### config.mk
export PLATFORM = sky130hd
export DESIGN_NAME = gimbal_axis_angle_controller
export DESIGN_NICKNAME = d
export VERILOG_FILES = /design/src/design/gaac_pkg.sv /design/src/design/gaac_setpoint.sv /design/src/design/gimbal_axis_angle_controller.sv
export VERILOG_INCLUDE_DIRS = /design/src /design/src/design
export SDC_FILE = /design/constraint.sdc
export NUM_CORES = 2
export LEC_CHECK = 0
export ABC_CLOCK_PERIOD_IN_PS = 18810
export BUFFER_PORTS_ARGS = -buffer_cell sky130_fd_sc_hd__buf_2
export CAP_MARGIN = 20
export CORE_MARGIN = 2
export CORE_UTILIZATION = 40
export DETAILED_ROUTE_END_ITERATION = 10
export GPL_ROUTABILITY_DRIVEN = 0
export PLACE_DENSITY_LB_ADDON = 0.1
export SLEW_MARGIN = 10
export SYNTH_ARGS = -nofsm -noshare
export SYNTH_HDL_FRONTEND = slang
export SYNTH_SLANG_ARGS = --single-unit
### constraint.sdc
create_clock -name i_clk -period 18.81 [get_ports i_clk]
set_input_delay 0.9405 -clock i_clk [delete_from_list [all_inputs] [get_ports i_clk]]
set_output_delay 0.9405 -clock i_clk [all_outputs]
set_load 0.01 [all_outputs]
### src/design/gimbal_axis_angle_controller_assert.svh
// ----------------------------------------------------------------------------
// Gimbal axis angle controller assertion macros
// Concurrent assertion wrappers shared by the controller RTL. Defining
// NO_ASSERTIONS turns every use into an empty statement.
// ----------------------------------------------------------------------------
`ifndef GIMBAL_AXIS_ANGLE_CONTROLLER_ASSERT_SVH
`define GIMBAL_AXIS_ANGLE_CONTROLLER_ASSERT_SVH
`ifndef NO_ASSERTIONS
// Same-cycle implication, checked at every rising edge outside reset.
`define GAAC_ASSERT_SAME(label, clk, rst_n, cond, prop) \
    label: assert property (@(posedge clk) disable iff (!rst_n) (cond) |-> (prop)) \
        else $error("gaac assertion failed");
// Next-cycle implication, checked at every rising edge outside reset.
`define GAAC_ASSERT_NEXT(label, clk, rst_n, cond, prop) \
    label: assert property (@(posedge clk) disable iff (!rst_n) (cond) |=> (prop)) \
        else $error("gaac assertion failed");
`else
`define GAAC_ASSERT_SAME(label, clk, rst_n, cond, prop)
`define GAAC_ASSERT_NEXT(label, clk, rst_n, cond, prop)
`endif
`endif

### src/design/gaac_pkg.sv
`timescale 1ns / 1ps
// ----------------------------------------------------------------------------
// Gimbal axis angle controller package
// Shared widths, codes, item structures and fixed-point angle helpers.
// ----------------------------------------------------------------------------
package gaac_pkg;

    // Axis selection and encoder resolution. The encoder must span a power
    // of two counts that matches the count width.
    localparam bit AXIS_IS_PITCH  = 1'b0;
    localparam int ENCODER_COUNTS = 8192;
    localparam int ENC_SHIFT      = $clog2(ENCODER_COUNTS);
    localparam int ENC_HALF       = ENCODER_COUNTS / 2;

    localparam int COUNT_W    = 13;
    localparam int ANGLE_W    = 16;
    localparam int GAIN_W     = 24;
    localparam int GAIN_FRAC  = 12;
    localparam int WIDE_W     = 19;
    localparam int PROD_W     = GAIN_W + ANGLE_W;
    localparam int CFG_IDX_W  = 3;
    localparam int CFG_DATA_W = 24;
    localparam int IN_DATA_W  = 96;
    localparam int OUT_DATA_W = 32;
    localparam int MODE_W     = 2;

    // Q3.12 angle constants.
    localparam logic signed [WIDE_W-1:0] PI_Q     = 19'sd12868;
    localparam logic signed [WIDE_W-1:0] NEG_PI_Q = -19'sd12868;
    localparam logic signed [WIDE_W-1:0] TWO_PI_Q = 19'sd25736;

    typedef enum logic [MODE_W-1:0] {
        MODE_RAW  = 2'd0,
        MODE_GYRO = 2'd1,
        MODE_ENC  = 2'd2,
        MODE_HOLD = 2'd3
    } t_mode;

    typedef enum logic [CFG_IDX_W-1:0] {
        REG_FF_GAIN     = 3'd0,
        REG_ANGLE_GAIN  = 3'd1,
        REG_RATE_GAIN   = 3'd2,
        REG_OUT_MAX     = 3'd3,
        REG_OUT_MIN     = 3'd4,
        REG_ZERO_OFFSET = 3'd5,
        REG_PITCH_UPPER = 3'd6,
        REG_PITCH_LOWER = 3'd7
    } t_cfg_reg;

    // Item entering the setpoint stage.
    typedef struct packed {
        t_mode                     mode;
        logic signed [ANGLE_W-1:0] step;
        logic signed [ANGLE_W-1:0] imu;
        logic signed [ANGLE_W-1:0] grate;
        logic signed [ANGLE_W-1:0] speed;
        logic signed [ANGLE_W-1:0] current;
        logic signed [ANGLE_W-1:0] rel;
    } t_sp_in;

    // Item leaving the setpoint stage.
    typedef struct packed {
        t_mode                     mode;
        logic signed [ANGLE_W-1:0] setp;
        logic signed [ANGLE_W-1:0] meas;
        logic signed [ANGLE_W-1:0] rate;
        logic signed [ANGLE_W-1:0] current;
    } t_sp_out;

    // Angle of an encoder count relative to a reference count, rounded to
    // nearest with ties away from zero.
    function automatic logic signed [ANGLE_W-1:0] enc_angle(
        input logic [COUNT_W-1:0] cnt,
        input logic [COUNT_W-1:0] ref_cnt
    );
        localparam logic signed [COUNT_W+1:0] D_HALF = (COUNT_W+2)'(ENC_HALF);
        localparam logic signed [COUNT_W+1:0] D_FULL = (COUNT_W+2)'(ENCODER_COUNTS);
        localparam int MUL_W = COUNT_W + 16;
        logic signed [COUNT_W+1:0] d;
        logic [COUNT_W:0]          mag;
        logic [MUL_W-1:0]          prod;
        logic [MUL_W-1:0]          q;
        logic signed [ANGLE_W-1:0] res;
        d = $signed({2'b00, cnt}) - $signed({2'b00, ref_cnt});
        if (d > D_HALF) begin
            d = d - D_FULL;
        end else if (d < -D_HALF) begin
            d = d + D_FULL;
        end
        mag  = d[COUNT_W+1] ? (COUNT_W+1)'(-d) : (COUNT_W+1)'(d);
        prod = MUL_W'(mag) * MUL_W'(TWO_PI_Q);
        q    = (prod + MUL_W'(ENC_HALF)) >> ENC_SHIFT;
        res  = ANGLE_W'(q);
        return d[COUNT_W+1] ? -res : res;
    endfunction

    // Fold an angle into [-pi, pi]; three passes cover every caller's range.
    function automatic logic signed [WIDE_W-1:0] wrap_pi(input logic signed [WIDE_W-1:0] x);
        logic signed [WIDE_W-1:0] y;
        y = x;
        for (int i = 0; i < 3; i++) begin
            if (y > PI_Q) begin
                y = y - TWO_PI_Q;
            end else if (y < NEG_PI_Q) begin
                y = y + TWO_PI_Q;
            end
        end
        return y;
    endfunction

    // Fold an angle into [0, 2pi].
    function automatic logic signed [WIDE_W-1:0] wrap_2pi(input logic signed [WIDE_W-1:0] x);
        logic signed [WIDE_W-1:0] y;
        y = x;
        for (int i = 0; i < 3; i++) begin
            if (y < 0) begin
                y = y + TWO_PI_Q;
            end else if (y > TWO_PI_Q) begin
                y = y - TWO_PI_Q;
            end
        end
        return y;
    endfunction

endpackage

### src/design/gaac_setpoint.sv
`timescale 1ns / 1ps
// ----------------------------------------------------------------------------
// Gimbal axis setpoint stage
// Holds the mode history and the gyro and encoder setpoints, latches and
// accumulates them, and registers the item for the control stages.
// ----------------------------------------------------------------------------
module gaac_setpoint import gaac_pkg::*; (
    input  logic                      i_clk,
    input  logic                      i_rst_n,
    input  logic                      i_load,
    input  t_sp_in                    i_item,
    input  logic signed [ANGLE_W-1:0] i_up_ang,
    input  logic signed [ANGLE_W-1:0] i_lo_ang,
    output t_sp_out                   o_item
);

    t_mode                     r_prev_mode;
    logic signed [ANGLE_W-1:0] r_abs_sp;
    logic signed [ANGLE_W-1:0] r_rel_sp;
    t_sp_out                   r_item;

    logic signed [ANGLE_W-1:0] n_abs_sp;
    logic signed [ANGLE_W-1:0] n_rel_sp;
    t_sp_out                   n_item;

    always_comb begin
        logic                      changed;
        logic signed [WIDE_W-1:0]  abs_base;
        logic signed [WIDE_W-1:0]  rel_base;
        logic signed [WIDE_W-1:0]  step;
        logic signed [WIDE_W-1:0]  rel;
        logic signed [WIDE_W-1:0]  err;
        logic signed [WIDE_W-1:0]  lim_max;
        logic signed [WIDE_W-1:0]  lim_min;
        logic signed [WIDE_W-1:0]  reach;
        logic signed [WIDE_W-1:0]  adj;
        logic signed [WIDE_W-1:0]  abs_new;
        logic signed [WIDE_W-1:0]  rel_new;
        logic signed [WIDE_W-1:0]  up;
        logic signed [WIDE_W-1:0]  lo;

        changed  = (i_item.mode != r_prev_mode);
        abs_base = changed ? WIDE_W'(i_item.imu) : WIDE_W'(r_abs_sp);
        rel_base = changed ? WIDE_W'(i_item.rel) : WIDE_W'(r_rel_sp);
        step     = WIDE_W'(i_item.step);
        rel      = WIDE_W'(i_item.rel);
        up       = WIDE_W'(i_up_ang);
        lo       = WIDE_W'(i_lo_ang);

        // Gyro mode: on the pitch axis the step is cut so that the implied
        // mechanical position stays between the encoder limits.
        err     = wrap_pi(abs_base - WIDE_W'(i_item.imu));
        lim_max = -up;
        lim_min = -lo;
        reach   = rel + err + step;
        adj     = step;
        if (AXIS_IS_PITCH) begin
            if (reach < lim_max) begin
                if (step[WIDE_W-1]) begin
                    adj = lim_max - rel - err;
                end
            end else if (reach > lim_min) begin
                if (!step[WIDE_W-1] && (step != '0)) begin
                    adj = lim_min - rel - err;
                end
            end
        end
        abs_new = wrap_pi(abs_base + adj);

        // Encoder mode: pitch is clamped, the upper limit taking priority;
        // yaw wraps to a full turn.
        rel_new = rel_base + step;
        if (AXIS_IS_PITCH) begin
            if (rel_new >= up) begin
                rel_new = up;
            end else if (rel_new <= lo) begin
                rel_new = lo;
            end
        end else begin
            rel_new = wrap_2pi(rel_new);
        end

        n_abs_sp       = r_abs_sp;
        n_rel_sp       = r_rel_sp;
        n_item.mode    = i_item.mode;
        n_item.current = i_item.current;
        n_item.setp    = '0;
        n_item.meas    = '0;
        n_item.rate    = '0;
        case (i_item.mode)
            MODE_RAW: begin
                n_item.setp = i_item.step;
            end
            MODE_GYRO: begin
                n_abs_sp    = ANGLE_W'(abs_new);
                n_item.setp = ANGLE_W'(abs_new);
                n_item.meas = i_item.imu;
                n_item.rate = i_item.grate;
            end
            MODE_ENC: begin
                n_rel_sp    = ANGLE_W'(rel_new);
                n_item.setp = ANGLE_W'(rel_new);
                n_item.meas = i_item.rel;
                n_item.rate = i_item.speed;
            end
            default: begin
                n_item.setp = '0;
            end
        endcase
    end

    always_ff @(posedge i_clk) begin
        if (!i_rst_n) begin
            r_prev_mode <= MODE_RAW;
            r_abs_sp    <= '0;
            r_rel_sp    <= '0;
        end else if (i_load) begin
            r_prev_mode <= i_item.mode;
            r_abs_sp    <= n_abs_sp;
            r_rel_sp    <= n_rel_sp;
        end
    end

    always_ff @(posedge i_clk) begin
        if (i_load) begin
            r_item <= n_item;
        end
    end

    assign o_item = r_item;

endmodule

### src/design/gimbal_axis_angle_controller.sv
`timescale 1ns / 1ps
// ----------------------------------------------------------------------------
// Gimbal axis angle controller
// PD position loop with current feedforward for one gimbal axis.
// ----------------------------------------------------------------------------
// Usage:
// Each transaction on the s_axis channel is one control tick for the axis.
// tuser carries the mode (raw current, gyro angle or encoder angle); tdata
// carries the setpoint step, IMU angle, gyro rate, encoder count, motor
// speed and measured current. Each tick yields exactly one transaction on
// the m_axis channel holding the drive current and the active setpoint.
// Gains, output limits, the encoder zero and the pitch limits are written
// through the cfg channel, which is always ready; write them only while no
// tick is in flight.
// The datapath is a five-register pipeline (input, encoder angle, setpoint,
// angle error, gain products) ahead of the output register, and one tick is
// taken every cycle unless the receiver stalls while all stages hold a
// tick. The setpoint state and the last drive value are the only loops.
// Reset empties the pipeline, clears the setpoints, the remembered mode
// and the last drive value, and loads the registers' default values.
// When the receiver stalls, the result holds in the output register and
// the earlier stages keep filling; s_axis_tready falls only once all
// stages hold a tick.
// ----------------------------------------------------------------------------
`include "gimbal_axis_angle_controller_assert.svh"

module gimbal_axis_angle_controller import gaac_pkg::*; (
    input  logic                  i_clk,
    input  logic                  i_rst_n,
    // Input ticks.
    input  logic                  s_axis_tvalid,
    output logic                  s_axis_tready,
    // [15:0] setpoint_step, [31:16] imu_angle, [47:32] gyro_rate,
    // [60:48] encoder_count, [76:61] motor_speed, [92:77] measured_current,
    // [95:93] zero
    input  logic [IN_DATA_W-1:0]  s_axis_tdata,
    // [1:0] mode
    input  logic [MODE_W-1:0]     s_axis_tuser,
    // Results.
    output logic                  m_axis_tvalid,
    input  logic                  m_axis_tready,
    // [15:0] drive_current, [31:16] active_setpoint
    output logic [OUT_DATA_W-1:0] m_axis_tdata,
    // Register writes.
    input  logic                  i_cfg_valid,
    output logic                  o_cfg_ready,
    input  logic [CFG_IDX_W-1:0]  i_cfg_index,
    input  logic [CFG_DATA_W-1:0] i_cfg_data
);

    localparam int SUM_W = 54;
    localparam int FRAC  = 2 * GAIN_FRAC;
    localparam logic signed [SUM_W-1:0] TRUNC_BIAS = SUM_W'(2**FRAC - 1);

    // Raw tick as taken from the bus.
    typedef struct packed {
        t_mode                     mode;
        logic signed [ANGLE_W-1:0] step;
        logic signed [ANGLE_W-1:0] imu;
        logic signed [ANGLE_W-1:0] grate;
        logic [COUNT_W-1:0]        ecd;
        logic signed [ANGLE_W-1:0] speed;
        logic signed [ANGLE_W-1:0] current;
    } t_in_item;

    // Tick after the wrapped angle error has been formed.
    typedef struct packed {
        t_mode                     mode;
        logic signed [ANGLE_W-1:0] setp;
        logic signed [ANGLE_W-1:0] err;
        logic signed [ANGLE_W-1:0] rate;
        logic signed [ANGLE_W-1:0] current;
    } t_err_item;

    // Tick carrying the three gain products.
    typedef struct packed {
        t_mode                     mode;
        logic signed [ANGLE_W-1:0] setp;
        logic signed [PROD_W-1:0]  p_ff;
        logic signed [PROD_W-1:0]  p_err;
        logic signed [PROD_W-1:0]  p_rate;
    } t_prod_item;

    // ------------------------------------------------------------------
    // Configuration registers
    // ------------------------------------------------------------------
    logic signed [GAIN_W-1:0]  r_ff_gain;
    logic signed [GAIN_W-1:0]  r_angle_gain;
    logic signed [GAIN_W-1:0]  r_rate_gain;
    logic signed [ANGLE_W-1:0] r_out_max;
    logic signed [ANGLE_W-1:0] r_out_min;
    logic [COUNT_W-1:0]        r_zero_offset;
    logic [COUNT_W-1:0]        r_pitch_upper;
    logic [COUNT_W-1:0]        r_pitch_lower;

    // Registered pitch limit angles; the user must ensure they are only
    // read well after any write has settled; no logic enforces it.
    logic signed [ANGLE_W-1:0] r_up_ang;
    logic signed [ANGLE_W-1:0] r_lo_ang;

    assign o_cfg_ready = 1'b1;

    always_ff @(posedge i_clk) begin
        if (!i_rst_n) begin
            r_ff_gain     <= '0;
            r_angle_gain  <= '0;
            r_rate_gain   <= '0;
            r_out_max     <= 16'sh7FFF;
            r_out_min     <= -16'sh8000;
            r_zero_offset <= '0;
            r_pitch_upper <= '1;
            r_pitch_lower <= '0;
        end else if (i_cfg_valid && o_cfg_ready) begin
            case (t_cfg_reg'(i_cfg_index))
                REG_FF_GAIN:     r_ff_gain     <= $signed(i_cfg_data[GAIN_W-1:0]);
                REG_ANGLE_GAIN:  r_angle_gain  <= $signed(i_cfg_data[GAIN_W-1:0]);
                REG_RATE_GAIN:   r_rate_gain   <= $signed(i_cfg_data[GAIN_W-1:0]);
                REG_OUT_MAX:     r_out_max     <= $signed(i_cfg_data[ANGLE_W-1:0]);
                REG_OUT_MIN:     r_out_min     <= $signed(i_cfg_data[ANGLE_W-1:0]);
                REG_ZERO_OFFSET: r_zero_offset <= i_cfg_data[COUNT_W-1:0];
                REG_PITCH_UPPER: r_pitch_upper <= i_cfg_data[COUNT_W-1:0];
                REG_PITCH_LOWER: r_pitch_lower <= i_cfg_data[COUNT_W-1:0];
                default: begin
                end
            endcase
        end
    end

    always_ff @(posedge i_clk) begin
        r_up_ang <= enc_angle(r_pitch_upper, r_zero_offset);
        r_lo_ang <= enc_angle(r_pitch_lower, r_zero_offset);
    end

    // ------------------------------------------------------------------
    // Pipeline flow control. Each stage loads when it is empty or when the
    // stage after it is moving on, so bubbles are squeezed out.
    // ------------------------------------------------------------------
    logic r1_valid, r2_valid, r3_valid, r4_valid, r5_valid, r_out_valid;
    logic ready1, ready2, ready3, ready4, ready5, ready_out;

    assign ready_out = !r_out_valid || m_axis_tready;
    assign ready5    = !r5_valid || ready_out;
    assign ready4    = !r4_valid || ready5;
    assign ready3    = !r3_valid || ready4;
    assign ready2    = !r2_valid || ready3;
    assign ready1    = !r1_valid || ready2;

    assign s_axis_tready = ready1;

    always_ff @(posedge i_clk) begin
        if (!i_rst_n) begin
            r1_valid    <= 1'b0;
            r2_valid    <= 1'b0;
            r3_valid    <= 1'b0;
            r4_valid    <= 1'b0;
            r5_valid    <= 1'b0;
            r_out_valid <= 1'b0;
        end else begin
            if (ready1) begin
                r1_valid <= s_axis_tvalid;
            end
            if (ready2) begin
                r2_valid <= r1_valid;
            end
            if (ready3) begin
                r3_valid <= r2_valid;
            end
            if (ready4) begin
                r4_valid <= r3_valid;
            end
            if (ready5) begin
                r5_valid <= r4_valid;
            end
            if (ready_out) begin
                r_out_valid <= r5_valid;
            end
        end
    end

    // ------------------------------------------------------------------
    // Stage 1: input register.
    // ------------------------------------------------------------------
    t_in_item r1;
    t_in_item n1;

    always_comb begin
        n1.mode    = t_mode'(s_axis_tuser);
        n1.step    = $signed(s_axis_tdata[15:0]);
        n1.imu     = $signed(s_axis_tdata[31:16]);
        n1.grate   = $signed(s_axis_tdata[47:32]);
        n1.ecd     = s_axis_tdata[60:48];
        n1.speed   = $signed(s_axis_tdata[76:61]);
        n1.current = $signed(s_axis_tdata[92:77]);
    end

    always_ff @(posedge i_clk) begin
        if (ready1) begin
            r1 <= n1;
        end
    end

    // ------------------------------------------------------------------
    // Stage 2: relative angle from the encoder, mirrored on the pitch axis.
    // ------------------------------------------------------------------
    t_sp_in r2;
    t_sp_in n2;

    always_comb begin
        logic signed [ANGLE_W-1:0] ang;
        ang        = enc_angle(r1.ecd, r_zero_offset);
        n2.mode    = r1.mode;
        n2.step    = r1.step;
        n2.imu     = r1.imu;
        n2.grate   = r1.grate;
        n2.speed   = r1.speed;
        n2.current = r1.current;
        n2.rel     = AXIS_IS_PITCH ? -ang : ang;
    end

    always_ff @(posedge i_clk) begin
        if (ready2) begin
            r2 <= n2;
        end
    end

    // ------------------------------------------------------------------
    // Stage 3: setpoint state. The state moves only when a valid tick
    // passes into this stage.
    // ------------------------------------------------------------------
    t_sp_out r3;

    gaac_setpoint u_setpoint (
        .i_clk    (i_clk),
        .i_rst_n  (i_rst_n),
        .i_load   (r2_valid && ready3),
        .i_item   (r2),
        .i_up_ang (r_up_ang),
        .i_lo_ang (r_lo_ang),
        .o_item   (r3)
    );

    // ------------------------------------------------------------------
    // Stage 4: angle error, wrapped to half a turn.
    // ------------------------------------------------------------------
    t_err_item r4;
    t_err_item n4;

    always_comb begin
        logic signed [WIDE_W-1:0] diff;
        diff       = WIDE_W'(r3.setp) - WIDE_W'(r3.meas);
        n4.mode    = r3.mode;
        n4.setp    = r3.setp;
        n4.err     = ANGLE_W'(wrap_pi(diff));
        n4.rate    = r3.rate;
        n4.current = r3.current;
    end

    always_ff @(posedge i_clk) begin
        if (ready4) begin
            r4 <= n4;
        end
    end

    // ------------------------------------------------------------------
    // Stage 5: gain products, one 24 by 16 multiplier each.
    // ------------------------------------------------------------------
    t_prod_item r5;
    t_prod_item n5;

    always_comb begin
        n5.mode   = r4.mode;
        n5.setp   = r4.setp;
        n5.p_ff   = PROD_W'(r_ff_gain) * PROD_W'(r4.current);
        n5.p_err  = PROD_W'(r_angle_gain) * PROD_W'(r4.err);
        n5.p_rate = PROD_W'(r_rate_gain) * PROD_W'(r4.rate);
    end

    always_ff @(posedge i_clk) begin
        if (ready5) begin
            r5 <= n5;
        end
    end

    // ------------------------------------------------------------------
    // Output stage: sum in units of 2^-24, saturate and truncate. The
    // encoder rate is in rpm and takes an extra factor of 2^12. A hold tick
    // repeats the previous drive value, which is tracked here in order.
    // ------------------------------------------------------------------
    logic signed [ANGLE_W-1:0] r_out_drive;
    logic signed [ANGLE_W-1:0] r_out_active;
    logic signed [ANGLE_W-1:0] r_last_drive;
    logic signed [ANGLE_W-1:0] n_drive;

    always_comb begin
        logic signed [SUM_W-1:0]   rate_term;
        logic signed [SUM_W-1:0]   sum;
        logic signed [SUM_W-1:0]   lim_hi;
        logic signed [SUM_W-1:0]   lim_lo;
        logic signed [SUM_W-1:0]   q;
        logic signed [ANGLE_W-1:0] ctrl;

        rate_term = (r5.mode == MODE_ENC) ? (SUM_W'(r5.p_rate) <<< GAIN_FRAC)
                                          : SUM_W'(r5.p_rate);
        sum    = (SUM_W'(r5.p_ff) <<< GAIN_FRAC) + SUM_W'(r5.p_err) - rate_term;
        lim_hi = SUM_W'(r_out_max) <<< FRAC;
        lim_lo = SUM_W'(r_out_min) <<< FRAC;
        q      = sum[SUM_W-1] ? ((sum + TRUNC_BIAS) >>> FRAC) : (sum >>> FRAC);
        if (sum >= lim_hi) begin
            ctrl = r_out_max;
        end else if (sum <= lim_lo) begin
            ctrl = r_out_min;
        end else begin
            ctrl = ANGLE_W'(q);
        end

        case (r5.mode)
            MODE_RAW:  n_drive = r5.setp;
            MODE_GYRO: n_drive = ctrl;
            MODE_ENC:  n_drive = ctrl;
            default:   n_drive = r_last_drive;
        endcase
    end

    always_ff @(posedge i_clk) begin
        if (!i_rst_n) begin
            r_last_drive <= '0;
        end else if (ready_out && r5_valid) begin
            r_last_drive <= n_drive;
        end
    end

    always_ff @(posedge i_clk) begin
        if (ready_out) begin
            r_out_drive  <= n_drive;
            r_out_active <= r5.setp;
        end
    end

    assign m_axis_tvalid = r_out_valid;
    assign m_axis_tdata  = {r_out_active, r_out_drive};

    // ------------------------------------------------------------------
    // Assertions
    // ------------------------------------------------------------------
    // A hold tick must repeat the drive value of the tick before it.
    `GAAC_ASSERT_NEXT(a_hold_repeats, i_clk, i_rst_n, ready_out && r5_valid && (r5.mode == MODE_HOLD), $signed(m_axis_tdata[15:0]) == $past(r_last_drive))
    // In raw mode the drive current and the reported setpoint are the same.
    `GAAC_ASSERT_NEXT(a_raw_passthru, i_clk, i_rst_n, ready_out && r5_valid && (r5.mode == MODE_RAW), m_axis_tdata[15:0] == m_axis_tdata[31:16])
    // Input back-pressure appears only when every stage holds a tick.
    `GAAC_ASSERT_SAME(a_full_when_stalled, i_clk, i_rst_n, !s_axis_tready, r1_valid && r2_valid && r3_valid && r4_valid && r5_valid && r_out_valid)

endmodule

==> metrics.txt <==
status=completed; slowest CP cell=or4_1; setup TNS=0 ps; Post-synth EDFFs=495; Bufs and invs on worst path=2; # setup viols final=0; vias in the first global route=62880; simple-gate share of the synthesized area=15.49%; PnR worst setup slack=8680 ps; post-CTS setup buffers=0; grt total ovfl=0; clock skew=39.26 ps; WP data required=19230 ps; sequential fraction of the synthesis area=22.29%; Layout Nets=10580; Std-Cell Rows=166; FF-to-FF setup slack=8680 ps; cell count after synthesis=8624; Worst setup EP type=flip-flop; Slew Limit Fails=0; Core Area=204400 µm²; final hold vios=0; pre-CTS setup slack=8734 ps; mapped cell area=82220 µm²; CTS clk-pin slew, worst paths=70 ps; max_cap viols=0; CTS root buffer=clkbuf_16; Worst Tran Pin Value=1107 ps; DR DRC count=0; largest net degree at the start of global routing=75; area growth from synthesis to layout=8.158%; hold path depth=0; global-route wire length before repair=378200 µm; DP HPWL=191000 µm; gr usage total=23.34%; top-area cell type share of the netlist area=28.95%; max incr delay on CP=580 ps; Die W=457.4 µm; Initial Util=40.23%; Die Y-Extent=457.4 µm; hold_buf cts=0; CTS resizes=0; Top FF cell, synth=edfxtp_1; combinational family with the most area after synthesis=adder cells; Non-Filler Cell Area, Final=88930 µm²; slew margin rel.=25.74%; synth warn=0; antenna violations before repair=11; min Tclk post-route=10130 ps; fin crit share=53.85%; RSZ-0062 raised after global routing=false; Final ANT Viol Nets=0; WL/cell=21.08 µm; cell taking the most area after synthesis=fa_1; FFs w/ async S/R, synth=0%; Synth Area in Adders=37.97%; clk_lat worst skew=710 ps; Crit path depth=36; Cell Area, Placed=86010 µm²; startpoint types=flip-flop; largest cells by area after synthesis=fa_1 (29%), edfxtp_1 (18%), ha_1 (9.0%); Max Fclk=0.09872 GHz; DIE AREA=209200 µm²; Worst Reg-to-Reg Cells=36; H-tree level count=3; largest delay contributor family on the critical path=simple AND/OR/NAND/NOR gates; Port Buffers=160; most frequent cells in the layout=inv_1 (1423), nand2_1 (1194), fa_1 (1189), ha_1 (591), edfxtp_1 (495); share of layout cells above drive strength 1=6.455%; Via-to-Cell Ratio=5.327; via count=60900; Synth cell types=116; post-synthesis register bit count=668; Crit Path Max Fanout=13; Synth Area per Inst=9.534 µm²; Post-Route WL=241000 µm; Bufs on Longest Clock Path=3; 1st-pass router iterations=5; 1st-iter DRT viols=3913; CTS Buf Count=82; WP data arrival=10550 ps; FILL cells=19920; clock sink count=668; I/O Pins=165; CTS tree=done; post-synthesis xor/xnor area fraction=3.914%; Crit Path Category=reg -> reg; Worst Hold Class=reg -> reg; commonest non-fill, non-tap cell in the layout=inv_1; post-synthesis mux area share=1.233%; Compound-Gate Fraction of Synth Area=11.08%
## registers in the layout, indices dropped and copies added, names as in the netlist, 2 cells and up
| register | cells |
|---|---|
| u_setpoint.r_abs_sp | 16 |
| r_out_active | 16 |
| n5 | 18 |
| r_angle_gain | 24 |
| r_rate_gain | 24 |
| n2 | 82 |
| u_setpoint.r_rel_sp | 16 |
| u_setpoint.o_item | 66 |
| r2 | 98 |
| r_out_max | 16 |
| r_last_drive | 16 |
| r5 | 138 |
| r1 | 13 |
| u_setpoint.r_prev_mode | 2 |
| r_out_min | 16 |
| r4 | 48 |
| r_out_drive | 16 |
| r_ff_gain | 24 |
| r_zero_offset | 13 |
## synth_stat cells (45+ instances only)
cell and instances:
nor2b_1 87, a21o_1 69, a31oi_1 63, ha_1 592, o211ai_1 76, a21oi_1 354, a22oi_1 49, clkbuf_1 283
and2_1 434, xor2_1 68, or3_1 49, nor3_1 116, inv_1 1424, and3_1 56, mux2_2 50, nand3_1 133
nand2_1 1196, dfxtp_1 173, xnor2_1 287, o21ai_0 169, mux2i_1 45, a211oi_1 55, nor2_1 291, nand2b_1 120
edfxtp_1 495, fa_1 1189, o21a_1 77
## area by class of cell
type	instances	area, µm²	area share (%)
Multi-Input combinational cell	6218	57370	64.51
Antenna cell	7	17.52	0.01970
Inverter	1428	5365	6.033
Sequential cell	668	18330	20.61
Clock buffer	108	2285	2.569
Timing Repair Buffer	272	1694	1.905
Clock inverter	44	510.5	0.5740
Tap cell	2688	3363	3.782
## cells by family after synthesis
logic type	Yosys count
other	2
buffers and inverters	1742
adders and majority gates	1782
muxes	95
xor gates and xnor gates	361
DFF	668
and+or+nand+nor	2659
AOI/OAI and AO/OA	1315
## metal layers
layer | up-vias | wire length (µm) | GRT usage, %
met5 | - | 13 | 0
met4 | 2 | 6356 | 5.848
met3 | 291 | 10620 | 2.706
met2 | 1475 | 115500 | 38.98
met1 | 30860 | 108500 | 32.23
li1 | 28280 | - | -
## worst register-to-register path, delay by kind of cell (launching register included)
family / cells / cell delay (ps)
simple gates: 16 / 4820
xor+xnor: 4 / 630
flops: 1 / 420
compound gates: 9 / 2350
fa+ha+maj: 5 / 1600
buf+inv: 2 / 90
## final timing paths
path                              from      to
hold / removal    u_setpoint.o_item[8]   r4[8]
setup reg to reg                r1[33]  r2[15]
setup / recovery                r1[33]  r2[15]
hold reg to reg   u_setpoint.o_item[8]   r4[8]
## per-stage QoR
stage,hold WS (ps),utilization (%),instances
after floorplan,400.3,-,8628
after global placement,401.1,42.08,11270
after detailed placement,404.5,42.09,11270
after CTS,354.5,43.45,11420
after global routing,365.1,43.51,11430
final,400.5,43.51,11430
Power is left out: the tool's default activity adds up to more than one toggle a clock period on the data nets, which glitch-free logic cannot reach.
